File: config.mk
export PLATFORM = sky130hd
export DESIGN_NAME = lc3x_controller
export DESIGN_NICKNAME = d
export VERILOG_FILES = /design/src/hdl/lc3x_pkg.sv /design/src/hdl/lc3x_controller.sv
export VERILOG_INCLUDE_DIRS = /design/src /design/src/hdl
export SDC_FILE = /design/constraint.sdc
export NUM_CORES = 1
export LEC_CHECK = 0
export ABC_AREA = 1
export ABC_CLOCK_PERIOD_IN_PS = 6400
export BUFFER_PORTS_ARGS = -buffer_cell sky130_fd_sc_hd__buf_2
export CORE_ASPECT_RATIO = 1.25
export CORE_MARGIN = 2
export CORE_UTILIZATION = 31
export DETAILED_ROUTE_END_ITERATION = 12
export PLACE_DENSITY = 0.57
export SETUP_SLACK_MARGIN = 0.05
export SLEW_MARGIN = 20
export SYNTH_ARGS = -nofsm -noshare
export SYNTH_HDL_FRONTEND = slang
export SYNTH_SLANG_ARGS = --single-unit
File: constraint.sdc
create_clock -name clk -period 6.4 [get_ports clk]
set_clock_uncertainty 0.15 [all_clocks]
set_input_delay 0.32 -clock clk [delete_from_list [all_inputs] [get_ports clk]]
set_output_delay 0.32 -clock clk [all_outputs]
set_load 0.005 [all_outputs]
File: src/hdl/lc3_instruction_executor_macros.svh
// ----------------------------------------------------------------------------
// lc3 executor assertion macros
// shared concurrent assertion forms, clocked on clk and quiet during reset
// ----------------------------------------------------------------------------
`ifndef LC3_INSTRUCTION_EXECUTOR_MACROS_SVH
`define LC3_INSTRUCTION_EXECUTOR_MACROS_SVH

// same-cycle implication
`define LC3X_ASSERT_IMP(name, ante, cons, msg) \
  name: assert property (@(posedge clk) disable iff (!rst_n) (ante) |-> (cons)) \
    else $error(msg);

// next-cycle implication
`define LC3X_ASSERT_NXT(name, ante, cons, msg) \
  name: assert property (@(posedge clk) disable iff (!rst_n) (ante) |=> (cons)) \
    else $error(msg);

`endif

File: src/hdl/lc3x_pkg.sv
// ----------------------------------------------------------------------------
// lc3x_pkg
// shared codes, constants and controller/datapath interface types
// ----------------------------------------------------------------------------
package lc3x_pkg;

  localparam logic [15:0] RESET_WORD  = 16'h7777;
  localparam logic [11:0] HALT_VECTOR = 12'h025;

  // request operations
  localparam logic [1:0] OPN_WRITE = 2'd0;
  localparam logic [1:0] OPN_SETPC = 2'd1;
  localparam logic [1:0] OPN_EXEC  = 2'd2;
  localparam logic [1:0] OPN_RSVD  = 2'd3;

  // result status
  localparam logic [1:0] STAT_OK      = 2'd0;
  localparam logic [1:0] STAT_HALT    = 2'd1;
  localparam logic [1:0] STAT_ILLEGAL = 2'd2;
  localparam logic [1:0] STAT_IGNORED = 2'd3;

  // instruction opcodes
  localparam logic [3:0] OPC_BR   = 4'd0;
  localparam logic [3:0] OPC_ADD  = 4'd1;
  localparam logic [3:0] OPC_LD   = 4'd2;
  localparam logic [3:0] OPC_ST   = 4'd3;
  localparam logic [3:0] OPC_JSR  = 4'd4;
  localparam logic [3:0] OPC_AND  = 4'd5;
  localparam logic [3:0] OPC_LDR  = 4'd6;
  localparam logic [3:0] OPC_STR  = 4'd7;
  localparam logic [3:0] OPC_RTI  = 4'd8;
  localparam logic [3:0] OPC_NOT  = 4'd9;
  localparam logic [3:0] OPC_LDI  = 4'd10;
  localparam logic [3:0] OPC_STI  = 4'd11;
  localparam logic [3:0] OPC_JMP  = 4'd12;
  localparam logic [3:0] OPC_RSV  = 4'd13;
  localparam logic [3:0] OPC_LEA  = 4'd14;
  localparam logic [3:0] OPC_TRAP = 4'd15;

  // datapath commands
  localparam logic [3:0] DP_NOP     = 4'd0;
  localparam logic [3:0] DP_WR_IN   = 4'd1;
  localparam logic [3:0] DP_SET_PC  = 4'd2;
  localparam logic [3:0] DP_FETCH   = 4'd3;
  localparam logic [3:0] DP_DECODE  = 4'd4;
  localparam logic [3:0] DP_READ_A  = 4'd5;
  localparam logic [3:0] DP_EXEC    = 4'd6;
  localparam logic [3:0] DP_MEM1    = 4'd7;
  localparam logic [3:0] DP_MEM2    = 4'd8;
  localparam logic [3:0] DP_DUMP_RD = 4'd9;

  typedef struct packed {
    logic [3:0] op;
    logic [2:0] idx;
  } dp_cmd_t;

  typedef struct packed {
    logic        clr_done;
    logic        stopped;
    logic [3:0]  opcode;
    logic        halt;
    logic [15:0] pc;
    logic [15:0] rf_data;
  } dp_stat_t;

endpackage

File: src/hdl/lc3x_controller.sv
// ----------------------------------------------------------------------------
// lc3x_controller
// sequencing state machine and result register
// ----------------------------------------------------------------------------
`include "lc3_instruction_executor_macros.svh"

module lc3x_controller
  import lc3x_pkg::*;
(
  input  logic        clk,
  input  logic        rst_n,
  input  logic        in_tvalid,
  output logic        in_tready,
  input  logic [1:0]  in_operation,
  output logic        out_tvalid,
  input  logic        out_tready,
  output logic [23:0] out_tdata,
  output logic        out_tlast,
  output dp_cmd_t     cmd,
  input  dp_stat_t    stat
);

  localparam logic [3:0] S_CLR  = 4'd0;
  localparam logic [3:0] S_IDLE = 4'd1;
  localparam logic [3:0] S_DEC  = 4'd2;
  localparam logic [3:0] S_RDA  = 4'd3;
  localparam logic [3:0] S_EXEC = 4'd4;
  localparam logic [3:0] S_MEM1 = 4'd5;
  localparam logic [3:0] S_MEM2 = 4'd6;
  localparam logic [3:0] S_RESP = 4'd7;
  localparam logic [3:0] S_DRD  = 4'd8;
  localparam logic [3:0] S_DPUT = 4'd9;

  logic [3:0]  state_r, state_nxt;
  logic [1:0]  resp_r, resp_nxt;
  logic [2:0]  idx_r, idx_nxt;
  logic        ovld_r, ovld_nxt;
  logic [1:0]  ostat_r, ostat_nxt;
  logic [2:0]  oidx_r, oidx_nxt;
  logic [15:0] oword_r, oword_nxt;
  logic        olast_r, olast_nxt;
  logic        out_free;

  assign in_tready = (state_r == S_IDLE);
  assign out_free  = !ovld_r || out_tready;

  always_comb begin
    state_nxt = state_r;
    resp_nxt  = resp_r;
    idx_nxt   = idx_r;
    ovld_nxt  = ovld_r && !out_tready;
    ostat_nxt = ostat_r;
    oidx_nxt  = oidx_r;
    oword_nxt = oword_r;
    olast_nxt = olast_r;
    cmd.op    = DP_NOP;
    cmd.idx   = idx_r;
    unique case (state_r)
      S_CLR: if (stat.clr_done) state_nxt = S_IDLE;
      S_IDLE: begin
        if (in_tvalid) begin
          state_nxt = S_RESP;
          resp_nxt  = STAT_OK;
          case (in_operation)
            OPN_WRITE: cmd.op = DP_WR_IN;
            OPN_SETPC: cmd.op = DP_SET_PC;
            OPN_EXEC: begin
              if (stat.stopped) begin
                resp_nxt = STAT_IGNORED;
              end else begin
                cmd.op    = DP_FETCH;
                state_nxt = S_DEC;
              end
            end
            default: cmd.op = DP_NOP;
          endcase
        end
      end
      S_DEC: begin
        cmd.op    = DP_DECODE;
        state_nxt = S_RDA;
      end
      S_RDA: begin
        cmd.op    = DP_READ_A;
        state_nxt = S_EXEC;
      end
      S_EXEC: begin
        cmd.op    = DP_EXEC;
        resp_nxt  = STAT_OK;
        state_nxt = S_RESP;
        case (stat.opcode) inside
          OPC_LD, OPC_LDR, OPC_LDI, OPC_STI: state_nxt = S_MEM1;
          OPC_RTI, OPC_RSV: resp_nxt = STAT_ILLEGAL;
          OPC_TRAP: begin
            if (stat.halt) begin
              idx_nxt   = 3'd0;
              state_nxt = S_DRD;
            end else begin
              resp_nxt = STAT_ILLEGAL;
            end
          end
          default: resp_nxt = STAT_OK;
        endcase
      end
      S_MEM1: begin
        cmd.op    = DP_MEM1;
        state_nxt = (stat.opcode == OPC_LDI) ? S_MEM2 : S_RESP;
      end
      S_MEM2: begin
        cmd.op    = DP_MEM2;
        state_nxt = S_RESP;
      end
      S_RESP: begin
        if (out_free) begin
          ovld_nxt  = 1'b1;
          ostat_nxt = resp_r;
          oidx_nxt  = 3'd0;
          oword_nxt = stat.pc;
          olast_nxt = 1'b1;
          state_nxt = S_IDLE;
        end
      end
      S_DRD: begin
        cmd.op    = DP_DUMP_RD;
        state_nxt = S_DPUT;
      end
      S_DPUT: begin
        if (out_free) begin
          ovld_nxt  = 1'b1;
          ostat_nxt = STAT_HALT;
          oidx_nxt  = idx_r;
          oword_nxt = stat.rf_data;
          olast_nxt = (idx_r == 3'd7);
          idx_nxt   = idx_r + 3'd1;
          state_nxt = (idx_r == 3'd7) ? S_IDLE : S_DRD;
        end
      end
      default: state_nxt = S_IDLE;
    endcase
  end

  always_ff @(posedge clk) begin
    if (!rst_n) begin
      state_r <= S_CLR;
      ovld_r  <= 1'b0;
      idx_r   <= '0;
      resp_r  <= STAT_OK;
    end else begin
      state_r <= state_nxt;
      ovld_r  <= ovld_nxt;
      idx_r   <= idx_nxt;
      resp_r  <= resp_nxt;
    end
  end

  always_ff @(posedge clk) begin
    ostat_r <= ostat_nxt;
    oidx_r  <= oidx_nxt;
    oword_r <= oword_nxt;
    olast_r <= olast_nxt;
  end

  assign out_tvalid = ovld_r;
  assign out_tdata  = {3'b000, oword_r, oidx_r, ostat_r};
  assign out_tlast  = olast_r;

  `LC3X_ASSERT_IMP(a_no_accept_in_clear, in_tready, stat.clr_done,
    "word accepted before memory clear finished")
  `LC3X_ASSERT_IMP(a_dump_last_on_r7, ovld_r && ostat_r == STAT_HALT && olast_r,
    oidx_r == 3'd7, "halt dump closed on wrong register")
  `LC3X_ASSERT_IMP(a_index_zero_non_dump, ovld_r && ostat_r != STAT_HALT,
    oidx_r == 3'd0 && olast_r, "non-dump result with index or missing last")
  `LC3X_ASSERT_NXT(a_halt_starts_dump, state_r == S_EXEC && stat.halt,
    state_r == S_DRD && idx_r == 3'd0 && stat.stopped, "halt trap did not start dump")

endmodule

=== Yosys cells after proc, flatten, opt, wreduce, memory -nomap -nowiden ===
Cells that the tools add are included.

* Register bits after elaboration: 32
* Bits in latches: 0
* RAM bits: 0
* Memory bits (read-only): 0
* Input bits: 45
* Word-level logic and storage cells: 97
* Memories kept: 0

* Add/sub/neg operators: 1
* Multipliers: 0
* Divide/modulo/power cells: 0
* Order comparisons: 0
* Equal/unequal tests: 27
* Shifts and indexed selects: 0
* Mux-type cells: 45
* Bitwise operators: 0
* Reduce and logical (&&, ||, !) cells: 16

{| class="wikitable"
|+ Operators with widths
! cell !! count
|-
| $pmux W4 S10 || 1
|-
| $mux W4 || 9
|-
| $mux W16 || 2
|-
| $pmux W16 S2 || 1
|-
| $eq A4 B4 Y1 const B || 7
|-
| $pmux W4 S7 || 1
|-
| $mux W3 || 9
|-
| $mux W2 || 11
|-
| $eq A4 B3 Y1 const B || 5
|-
| $ne A2 B2 Y1 const B || 8
|-
| $eq A4 B2 Y1 const B || 3
|-
| $pmux W3 S2 || 2
|-
| $pmux W2 S2 || 2
|-
| $pmux W2 S3 || 1
|-
| $reduce_and A6 Y1 || 1
|-
| $reduce_bool A2 Y1 || 3
|-
| $mux W1 || 5
|-
| $eq A4 B1 Y1 const B || 1
|-
| $logic_not A4 Y1 || 1
|-
| $reduce_and A4 Y1 || 1
|-
| $reduce_or A2 Y1 || 2
|-
| $reduce_or A4 Y1 || 1
|-
| $add A3 B1 Y3 const B || 1
|-
| $eq A3 B3 Y1 const B || 1
|-
| other kinds (9) || 10
|}

=== Logic depth before layout (Yosys ltp) ===
Gate-level depths: netlist of the first run.

* Depth in word-level cells: 5
* Depth in mapped cells: 9

=== Worst setup path after synthesis of the first run ===
OpenSTA, ideal clock, no wires.

* Kind: register to register
* Start: register state_r[0]
* End: register oidx_r[0], enable pin
* Arrival time: 1.959 ns
* Setup slack: 3.883 ns
* Stages on the path, launching flop included: 6
* Buffers on the path: 1
* Period minus slack after synthesis: 2.517 ns
* Cells stage by stage: dfxtp_1 > inv_1 > nor2_1 > nand2_2 > buf_2 > a21oi_1

* Longest elaborated chain between the ends: 3
* Elaborated cells between the ends (all ways): 6

{| class="wikitable"
|+ Ends and longest elaborated chain
! element !! RTL line !! RTL
|-
| from (decl) || lc3x_controller.sv:34 || <nowiki>logic [3:0] state_r, state_nxt;</nowiki>
|-
| from (signal assigned) || lc3x_controller.sv:149 || <nowiki>state_r <= state_nxt;</nowiki>
|-
| $eq A4 B3 Y1 / $eq A4 B4 Y1 (equally long branches) || lc3x_controller.sv:58 || <nowiki>unique case (state_r)</nowiki>
|-
| $ne A2 B2 Y1 (no source line) / $reduce_bool A2 Y1 (equally long branches) || -- ||
|-
| $reduce_and A3 Y1 (no source line) (*) || -- ||
|-
| to (signal assigned) || lc3x_controller.sv:158 || <nowiki>oidx_r <= oidx_nxt;</nowiki>
|-
| to (decl) || lc3x_controller.sv:39 || <nowiki>logic [2:0] oidx_r, oidx_nxt;</nowiki>
|}

Every way passes the cells marked *; elsewhere a longest branch is shown, timed or not.
A chain may end at the register's enable or synchronous reset.

=== Final worst setup path of the first run ===
* Start: register state_r[1]
* End: register idx_r[2]

* Longest elaborated chain between the ends: 3
* Elaborated cells between the ends (all ways): 10

{| class="wikitable"
|+ Ends and longest elaborated chain
! element !! RTL line !! RTL
|-
| $eq A4 B3 Y1 / $eq A4 B4 Y1 (equally long branches) || lc3x_controller.sv:58 ||
|-
| $ne A2 B2 Y1 (no source line) / $reduce_bool A2 Y1 (equally long branches) || -- ||
|-
| $reduce_and A6 Y1 (no source line) || -- ||
|-
| to (signal assigned) || lc3x_controller.sv:151 || <nowiki>idx_r <= idx_nxt;</nowiki>
|-
| to (decl) || lc3x_controller.sv:36 || <nowiki>logic [2:0] idx_r, idx_nxt;</nowiki>
|}

Several ways; a longest one is shown, not always the timed one.

==> results of run 1 <==
worst reg2reg max path: cells and delay by family (launching register included):
kind          cells  cell delay (ns)
buf+inv           2             0.19
flops             1             0.35
simple gates      6             1.22
worst max path at each step:
stage	end	slack (ns)	cells after the start
finish	idx_r[2]	4.40	8
global route	idx_r[0]	4.09	8
CTS	idx_r[2]	4.37	8
detailed placement	idx_r[2]	4.39	8
global placement	idx_r[0]	4.44	8
floorplan	oidx_r[0]	3.88	5
metrics by stage:
stage               total power, µW  util, %  area, µm²  instances
CTS                           588.0    41.14       2208        370
global route                  624.8    41.14       2208        370
floorplan                     379.7        -       1713        230
global placement              451.4    39.72       2132        363
finish                        580.8    41.14       2208        370
detailed placement            446.5    39.72       2132        363
metal layers:
layer,wire length [µm],global-route usage [%]
met5,0,0
met4,97,7.692
met3,310,2.778
met2,2068,24.19
met1,1683,15.44
kinds of logic after synthesis:
logic type / after synthesis / share of synthesized area [%]
and+or+nand+nor: 142 / 33.75
other: 1 / 0.2199
buffers and inverters: 34 / 8.731
AOI/OAI and AO/OA: 17 / 5.356
adders and majority gates: 2 / 1.467
DFF: 32 / 50.48
cells in the final DEF, fill, tap and decap left out, drive strengths merged, types with 3 or more instances in the layout:
master / n
nand2: 89
o21ai: 8
clkbuf: 5
nor2: 34
buf: 76
dfxtp: 10
a21oi: 8
conb: 3
inv: 27
edfxtp: 22
nand3: 15
flip-flops by register name, indices dropped and copies added (netlist names):
register    flops
oidx_r          3
state_r         4
out_tvalid      1
resp_r          2
ostat_r         2
idx_r           3
oword_r        16
out_tlast       1
power by group:
part	internal (µW)	leakage, µW	switching [µW]
clock	71.6	0.0000391	67.5
combinational	71.9	0.000809	115
sequential	239	0.000280	15.6
area by class of cell:
type,instances,area [µm²],area share (%)
Multi-Input combinational cell,164,706.9,32.01
Clock inverter,2,7.507,0.3399
Sequential cell,32,860.8,38.98
Inverter,27,101.3,4.589
Timing Repair Buffer,76,382.9,17.34
Clock buffer,5,68.82,3.116
Tap cell,64,80.08,3.626
==> flow_metrics.py, run 1 <==
metrics = {
    "synthesis": {
        "yosysMostFrequentCell": "nand2_1",
        "synthCells": 228,
        "yosys_warnings": 0,
        "synth_top_area_cell": "edfxtp_1",
        "ys_types": 19,
        "synth_edf_count": 22,
        "synthFlopType": "edfxtp_1",
        "synth-seq-cells": 32,
        "synth_area_mm2": 0.001705,
        "synth_commonest_cells": "nand2_1 (87), nor2_1 (31), inv_1 (27)",
        "ys_seq_area_share_pct": 50.48,
        "syn_area_per_cell_um2": 7.480,
        "yosys-top-cells-area": "edfxtp_1 (39%), nand2_1 (19%), dfxtp_1 (12%)",
        "synthArstFlopShare_pct": 0,
        "synth_top_area_share_pct": 38.74,
    },
    "floorplan": {
        "io_pins": 79,
        "fp.dieH_um": 86.93,
        "core_mm2": 0.005368,
        "dieArea_mm2": 0.006114,
        "floorplan.initialDensity_pct": 31.77,
        "fp.dieW_um": 70.34,
        "rows": 30,
    },
    "sta": {
        "fin_crit_sh_pct": 31.23,
        "tightest_slew_ns": 0.7755,
        "setup_viol": 0,
        "final.min_clock_period_ns": 1.999,
        "tns_ns": 0,
        "drv_slew": 0,
        "holdWs_ns": 0.1659,
        "fin_ws_ns": 4.401,
        "final_hold_viol_count": 0,
        "slew_headroom_pct": 48.25,
        "fmax_ghz": 0.5003,
        "rsz0062_at_grt": "false",
    },
    "critical_path": {
        "crit_type": "register to register",
        "crit_path_start": "state_r[1]",
        "cp-end-kind": "register",
        "cpMaxStageDelayCell": "nor2_2",
        "slowest_delay_ns": 0.63,
        "r2r_end": "idx_r[2]",
        "cp_top_family": "simple AND/OR/NAND/NOR gates",
        "worstPathCellList": "inv_1, nand2_1, nor2_2, nand2_1, nand3_1, inv_1, nor2_1, nor2_1",
        "worstPathArrival_ns": 2.01,
        "r2r_start": "state_r[1]",
        "regToRegSetupSlack_ns": 4.40,
        "worstPathRequired_ns": 6.42,
        "critPathLaunchType": "register",
        "cp_max_fo": 21,
        "worstRegToRegCells": 8,
        "path_buf_inv": 2,
    },
    "global_route": {
        "grt-ovfl-total": 0,
        "grt_max_degree": 27,
        "grt_pass1_wl_um": 6679,
        "track_usage_pct": 13.73,
        "antenna_found_initial": 0,
        "grt_pass1_vias": 1550,
    },
    "worst_hold_path": {
        "min-delay-start": "stat[27]",
        "min_to": "oword_r[11]",
        "worstHoldPathCells": 3,
        "hold_path_class": "input port to register",
    },
    "clock_network": {
        "cts_tree": "built",
        "cts_buffers": 5,
        "path_clk_slew_ns": 0.06,
        "cts_setup_buffers": 0,
        "cts_root_buf": "clkbuf_8",
        "htree_levels": 2,
        "cts_resized": 0,
        "cts_buffer_depth": 2,
        "worstSkewPairLatency_ns": 0.27,
        "clock-sinks": 32,
        "cts_hold_buf": 0,
    },
    "pwr": {
        "leakage_uw": 0.001128,
        "power.density_mw_per_mm2": 263.0,
        "ir_drop_mv": 0.07878,
    },
    "drt": {
        "ant_nets": 0,
        "drtPass1Iterations": 4,
        "drt-total-wl_um": 4158,
        "vias": 1665,
        "routedWlPerCell_um": 11.24,
        "drtIter0Drc": 86,
        "viasPerCell": 4.500,
        "drc_errors": 0,
    },
    "finish": {
        "drive_gt1_share_pct": 29.08,
        "num_antenna_cells": 0,
        "fill_cells": 586,
        "syn2layout_area_growth_pct": 29.49,
        "finalNetCount": 353,
    },
    "placed_design": {
        "portBuffers": 75,
        "pre_cts_ws_ns": 4.386,
        "dpl.hpwl_um": 3285,
        "gp_congestion": 0.9150,
    },
    "flow_run": {
        "maxCapViolations": 0,
    },
    "status": {
        "status": "complete, no violations",
    },
}
Power figures use the tool's default switching activity.
==> run 2: changes to the inputs <==
--- a/config.mk
+++ b/config.mk
@@ -7,13 +7,13 @@
 export NUM_CORES = 1
 export LEC_CHECK = 0
 export ABC_AREA = 1
-export ABC_CLOCK_PERIOD_IN_PS = 6400
+export ABC_CLOCK_PERIOD_IN_PS = 1700
 export BUFFER_PORTS_ARGS = -buffer_cell sky130_fd_sc_hd__buf_2
 export CORE_ASPECT_RATIO = 1.25
 export CORE_MARGIN = 2
 export CORE_UTILIZATION = 31
 export DETAILED_ROUTE_END_ITERATION = 12
-export PLACE_DENSITY = 0.57
+export PLACE_DENSITY = 0.59
 export SETUP_SLACK_MARGIN = 0.05
 export SLEW_MARGIN = 20
 export SYNTH_ARGS = -nofsm -noshare
==> constraint.sdc (replaced) <==
create_clock -name clk -period 1.7 [get_ports clk]
set_clock_uncertainty 0.15 [all_clocks]
set_input_delay 0.085 -clock clk [delete_from_list [all_inputs] [get_ports clk]]
set_output_delay 0.085 -clock clk [all_outputs]
set_load 0.005 [all_outputs]
==> flow_metrics.py, run 2 (synthesis results as in run 1) <==
metrics = {
    "status": {
        "status": "complete, no violations",
    },
    "sta": {
        "fin_crit_sh_pct": 93.86,
        "setup_viol": 0,
        "fmax_ghz": 0.6267,
        "final.min_clock_period_ns": 1.596,
        "final_hold_viol_count": 0,
        "rsz0062_at_grt": "true",
        "drv_slew": 0,
    },
    "critical_path": {
        "crit_type": "register to output port",
        "worstRegToRegCells": 5,
        "cp-end-kind": "output port",
        "cpMaxStageDelayCell": "dfxtp_2",
        "cp_max_fo": 6,
        "worstPathArrival_ns": 1.36,
        "path_buf_inv": 3,
        "slowest_delay_ns": 0.35,
        "crit_cells": 6,
        "critPathLaunchType": "register",
        "cp_top_family": "flip-flops",
        "worstPathRequired_ns": 1.46,
        "worstPathCellList": "inv_2, nand2_1, nor2_1, inv_1, o21ai_0, buf_2",
    },
    "floorplan": {
        "fp.dieW_um": 70.34,
        "io_pins": 79,
        "dieArea_mm2": 0.006114,
        "fp.dieH_um": 86.93,
        "rows": 30,
        "floorplan.initialDensity_pct": 31.77,
        "core_mm2": 0.005368,
    },
    "finish": {
        "largestRegisters": "oword_r x16, state_r x4",
        "num_antenna_cells": 0,
        "largest_register": "oword_r",
        "finalNetCount": 394,
        "largest_register_ffs": 16,
        "drive_gt1_share_pct": 32.76,
        "final_common_cell": "nand2_1",
        "fin_cells": 412,
        "fill_cells": 512,
        "layout_common_cells": "nand2_1 (82), buf_2 (75), dlygate4sd3_1 (34)",
        "syn2layout_area_growth_pct": 57.96,
    },
    "flow_run": {
        "maxCapViolations": 0,
    },
    "pwr": {
        "ir_drop_mv": 0.4252,
        "total_power_uw": 2547,
        "power.density_mw_per_mm2": 945.6,
        "leakage_uw": 0.001330,
    },
    "global_route": {
        "track_usage_pct": 16.40,
        "grt_max_degree": 23,
        "grt-ovfl-total": 0,
        "antenna_found_initial": 0,
        "grt_pass1_wl_um": 7976,
        "grt_pass1_vias": 1757,
    },
    "drt": {
        "drc_errors": 0,
        "drt-total-wl_um": 4755,
        "drtIter0Drc": 110,
        "drtPass1Iterations": 4,
        "ant_nets": 0,
        "viasPerCell": 4.391,
        "routedWlPerCell_um": 11.54,
        "vias": 1809,
    },
    "placed_design": {
        "dp.cells": 367,
        "gp_congestion": 0.9105,
        "portBuffers": 75,
        "dpl.hpwl_um": 3304,
    },
    "clock_network": {
        "cts_root_buf": "clkbuf_8",
        "cts_buffer_depth": 2,
        "worstSkewPairLatency_ns": 0.28,
        "cts_tree": "built",
        "path_clk_slew_ns": 0.06,
        "htree_levels": 2,
        "clock-sinks": 32,
        "cts_buffers": 5,
    },
    "worst_hold_path": {
        "hold_path_class": "input port to register",
        "worstHoldPathCells": 4,
    },
}
## run 2: cell count changes in the layout (fill, tap and decap cells not counted), sizes merged
cell,previous run,this run
dlygate4sd3,0,34
clkinv,2,1
buf,76,83
clkbuf,5,6
bufinv,0,1
## run 2: power by group
part | total, µW | switching [µW] | internal [µW]
sequential | 978 | 71.6 | 907
clock | 709 | 275 | 434
combinational | 859 | 489 | 371
total | 2550 | 835 | 1710
## run 2: worst paths after layout
kind | from | endpoint | slack, ns
setup / recovery | state_r[1] | cmd[6] | 0.10
hold / removal | stat[38] | state_r[0] | 0.06
setup reg to reg | state_r[0] | oword_r[2] | 0.15
hold reg to reg | resp_r[0] | resp_r[0] | 0.33
## run 2: stage by stage
step                      util [%]  area (µm²)  worst slack [ns]  TNS [ns]  hold WS, ns
final                        50.19        2694            0.1043         0      0.06432
after detailed placement     40.79        2190           0.03678         0       0.2119
after CTS                    49.44        2654           0.03732         0      0.05387
after global routing         50.19        2694          -0.02853  -0.02853       0.1033
after global placement       40.79        2190           0.09727         0       0.1998
after floorplan                  -        1738          -0.03173   -0.6980      0.05209
## run 2: layout make-up
type	count	area, µm²	share of cell area, %
Inverter	27	101.3	3.762
Multi-Input combinational cell	164	747.0	27.73
Tap cell	64	80.08	2.973
Sequential cell	32	865.8	32.14
Clock buffer	6	72.57	2.694
Clock inverter	2	35.03	1.301
Timing Repair Buffer	117	792.0	29.40
## run 2: timing repair
item | 4_1_cts | 5_1_grt
resized for setup | 5 | 9
setup endpoints to repair | 5 | 29
pin swaps | 2 | 2
hold endpoints to repair | 22 | 0
setup buffers | 1 | 2
hold buffers | 34 | 0
## run 2: routing by layer
layer	GRT usage, %	part of all wire [%]	up-vias
li1	-	-	954
met1	19.02	41	780
met2	28.64	50	64
met3	3.356	5.6	11
met4	8.217	2.6	0
met5	0	0	-
## run 2: worst register-to-register path, delay by kind of cell (launching register included)
kind / cells / cell delay, ns
buffers and inverters: 2 / 0.24
AO/OA/AOI/OAI: 1 / 0.20
flip-flops: 1 / 0.38
AND/OR/NAND/NOR: 2 / 0.29
==> run 3: changes to the inputs <==
--- a/config.mk
+++ b/config.mk
@@ -6,14 +6,13 @@
 export SDC_FILE = /design/constraint.sdc
 export NUM_CORES = 1
 export LEC_CHECK = 0
-export ABC_AREA = 1
 export ABC_CLOCK_PERIOD_IN_PS = 1700
 export BUFFER_PORTS_ARGS = -buffer_cell sky130_fd_sc_hd__buf_2
 export CORE_ASPECT_RATIO = 1.25
 export CORE_MARGIN = 2
 export CORE_UTILIZATION = 31
 export DETAILED_ROUTE_END_ITERATION = 12
-export PLACE_DENSITY = 0.59
+export PLACE_DENSITY = 0.58
 export SETUP_SLACK_MARGIN = 0.05
 export SLEW_MARGIN = 20
 export SYNTH_ARGS = -nofsm -noshare
==> flow_metrics.py, run 3 <==
metrics = {
    "status": {
        "status": "finished, violations left",
        "violations": "setup timing",
    },
    "finish": {
        "final-seq-area_um2": 868.3,
        "drive_gt1_share_pct": 48.06,
        "largest_register_ffs": 16,
        "final_common_cell": "buf_2",
        "largest_register": "oword_r",
        "fin_cells": 376,
        "finalNetCount": 356,
        "layout_common_cells": "buf_2 (74), dlygate4sd3_1 (35), edfxtp_1 (22)",
        "num_antenna_cells": 0,
        "largestRegisters": "oword_r x16, state_r x4",
        "multi_input_area_um2": 969.7,
        "fill_cells": 515,
        "syn2layout_area_growth_pct": 73.87,
    },
    "floorplan": {
        "fp.dieH_um": 89.09,
        "floorplan.initialDensity_pct": 31.49,
        "dieArea_mm2": 0.006420,
        "fp.dieW_um": 72.07,
        "rows": 31,
        "io_pins": 79,
        "core_mm2": 0.005702,
    },
    "drt": {
        "drtIter0Drc": 70,
        "routedWlPerCell_um": 14.65,
        "drt-total-wl_um": 5507,
        "drc_errors": 0,
        "viasPerCell": 4.819,
        "drtPass1Iterations": 4,
        "ant_nets": 0,
        "vias": 1812,
    },
    "synthesis": {
        "synth_commonest_cells": "edfxtp_1 (22), nand2_1 (21), mux2_1 (16)",
        "synth_edf_count": 22,
        "synthFlopType": "edfxtp_1",
        "synth_top_area_cell": "edfxtp_1",
        "synth-seq-cells": 32,
        "ys_types": 48,
        "synth_area_mm2": 0.001795,
        "ys_seq_area_share_pct": 47.94,
        "synthArstFlopShare_pct": 0,
        "syn_area_per_cell_um2": 10.44,
        "synthCells": 172,
        "yosys_warnings": 0,
        "yosysMostFrequentCell": "edfxtp_1",
        "yosys-top-cells-area": "edfxtp_1 (37%), dfxtp_1 (11%), mux2_1 (10%)",
        "synth_top_area_share_pct": 36.79,
    },
    "clock_network": {
        "cts_tree": "built",
        "cts_buffer_depth": 2,
        "cts_root_buf": "clkbuf_8",
        "worstSkewPairLatency_ns": 0.28,
        "htree_levels": 2,
        "cts_buffers": 5,
        "path_clk_slew_ns": 0.07,
        "clock-sinks": 32,
    },
    "pwr": {
        "switchingPower_uw": 415.9,
        "ir_drop_mv": 0.3095,
        "p_clk_share_pct": 37.0,
        "power.density_mw_per_mm2": 602.8,
        "power.internal_uw": 1466,
        "p_seq_share_pct": 44.7,
        "leakage_uw": 0.001349,
        "total_power_uw": 1882,
        "switching_share_pct": 22.10,
        "p_comb_share_pct": 18.2,
    },
    "critical_path": {
        "worstPathArrival_ns": 1.70,
        "cpMaxStageDelayCell": "or3b_4",
        "r2r_start": "state_r[2]",
        "worstPathRequired_ns": 1.55,
        "crit_type": "register to register",
        "cp_top_family": "simple AND/OR/NAND/NOR gates",
        "r2r_end": "oword_r[11]",
        "slowest_delay_ns": 0.38,
        "path_buf_inv": 3,
        "worstPathCellList": "buf_4, or3b_4, nand2_2, nand2_2, nor2_4, buf_6, buf_16",
        "cpMostUsedCell": "nand2_2",
        "cp-end-kind": "register",
        "worstRegToRegCells": 7,
        "cp_max_fo": 6,
        "regToRegSetupSlack_ns": -0.14,
        "critPathLaunchType": "register",
    },
    "sta": {
        "rsz0062_at_grt": "true",
        "final_hold_viol_count": 0,
        "drv_slew": 0,
        "holdWs_ns": 0.04230,
        "fmax_ghz": 0.5427,
        "setup_viol": 27,
        "fin_crit_sh_pct": 108.4,
        "final.min_clock_period_ns": 1.843,
        "fin_ws_ns": -0.1425,
        "tns_ns": -2.862,
    },
    "worst_hold_path": {
        "min_to": "resp_r[1]",
        "hold_path_class": "input port to register",
        "worstHoldPathCells": 4,
        "min-delay-start": "stat[34]",
    },
    "global_route": {
        "antenna_found_initial": 0,
        "grt_pass1_wl_um": 8086,
        "grt-ovfl-total": 0,
        "grt_pass1_vias": 1830,
        "track_usage_pct": 16.39,
        "grt_max_degree": 14,
    },
    "placed_design": {
        "portBuffers": 75,
        "gp_congestion": 0.8833,
        "dp.cells": 322,
        "pre_cts_ws_ns": -0.03705,
        "dpl.hpwl_um": 3436,
    },
    "flow_run": {
        "maxCapViolations": 0,
    },
}
## run 3: changes by cell type after synthesis, moves of 5 or more
cell      before  now
nand2b_1       0    5
inv_1         27    4
clkbuf_1       0    5
nand2_1       87   21
mux2_1         0   16
nor2_1        31    7
nand3_1       15    9
## run 3: kinds of logic after synthesis
kind of cell | share of synthesized area (%)
simple gates | 20.14
compound gates | 12.33
flops | 47.94
mux | 11.71
buf+inv | 5.296
fa+ha+maj | 1.394
xor+xnor | 0.9758
other cells | 0.2089
## run 3: timing repair
| action | CTS | global route |
|---|---|---|
| pin swaps | 4 | 5 |
| hold buffers | 35 | 0 |
| gates cloned | 3 | 0 |
| endpoints found under the hold margin | 19 | 0 |
| setup endpoints to repair | 43 | 56 |
| buffers inserted | 9 | 3 |
| resized for setup | 15 | 37 |
## run 3: layer usage
layer | wire length, µm | track usage, % | vias up
met4 | 81 | 6.346 | 0
met5 | 0 | 0 | -
met1 | 2142 | 15.69 | 827
met2 | 2896 | 32.28 | 79
met3 | 386 | 4.961 | 9
li1 | - | - | 897
## run 3: final cells by class
class / instances / area share, %
multi-input combinational: 123 / 31.06
clock buffer: 5 / 2.204
sequential: 32 / 27.82
inverter: 5 / 0.7615
tap: 66 / 2.645
timing repair buffer: 142 / 34.31
clock inverter: 3 / 1.202
## run 3: worst max-delay path by stage
stage / from / endpoint / slack (ns) / depth (start not counted)
6_report: state_r[2] / oword_r[11] / -0.14 / 7
3_3_place_gp: state_r[3] / oword_r[7] / -0.02 / 5
3_5_place_dp: state_r[3] / oword_r[11] / -0.04 / 5
2_1_floorplan: state_r[3] / oidx_r[0] / -0.23 / 5
5_1_grt: state_r[2] / cmd[3] / -0.22 / 6
4_1_cts: state_r[2] / cmd[4] / -0.20 / 6
## run 3: power by group through the flow
stage	sequential (µW)	clock, µW	combinational (µW)
4_1_cts	840	719	309
6_report	842	697	343
2_1_floorplan	853	0	114
3_5_place_dp	859	0	218
3_3_place_gp	859	0	218
5_1_grt	841	751	370
## run 3: worst min-delay path, delay by kind of cell
kind            cells  cell delay, ns
simple gates        1            0.10
buf+inv             1            0.11
compound gates      2            0.13
## run 3: per-stage QoR
step / utilization (%) / cell area [µm²]
floorplan: - / 1834
CTS: 53.00 / 3022
global placement: 41.72 / 2379
global route: 54.75 / 3122
detailed placement: 41.72 / 2379
finish: 54.75 / 3122
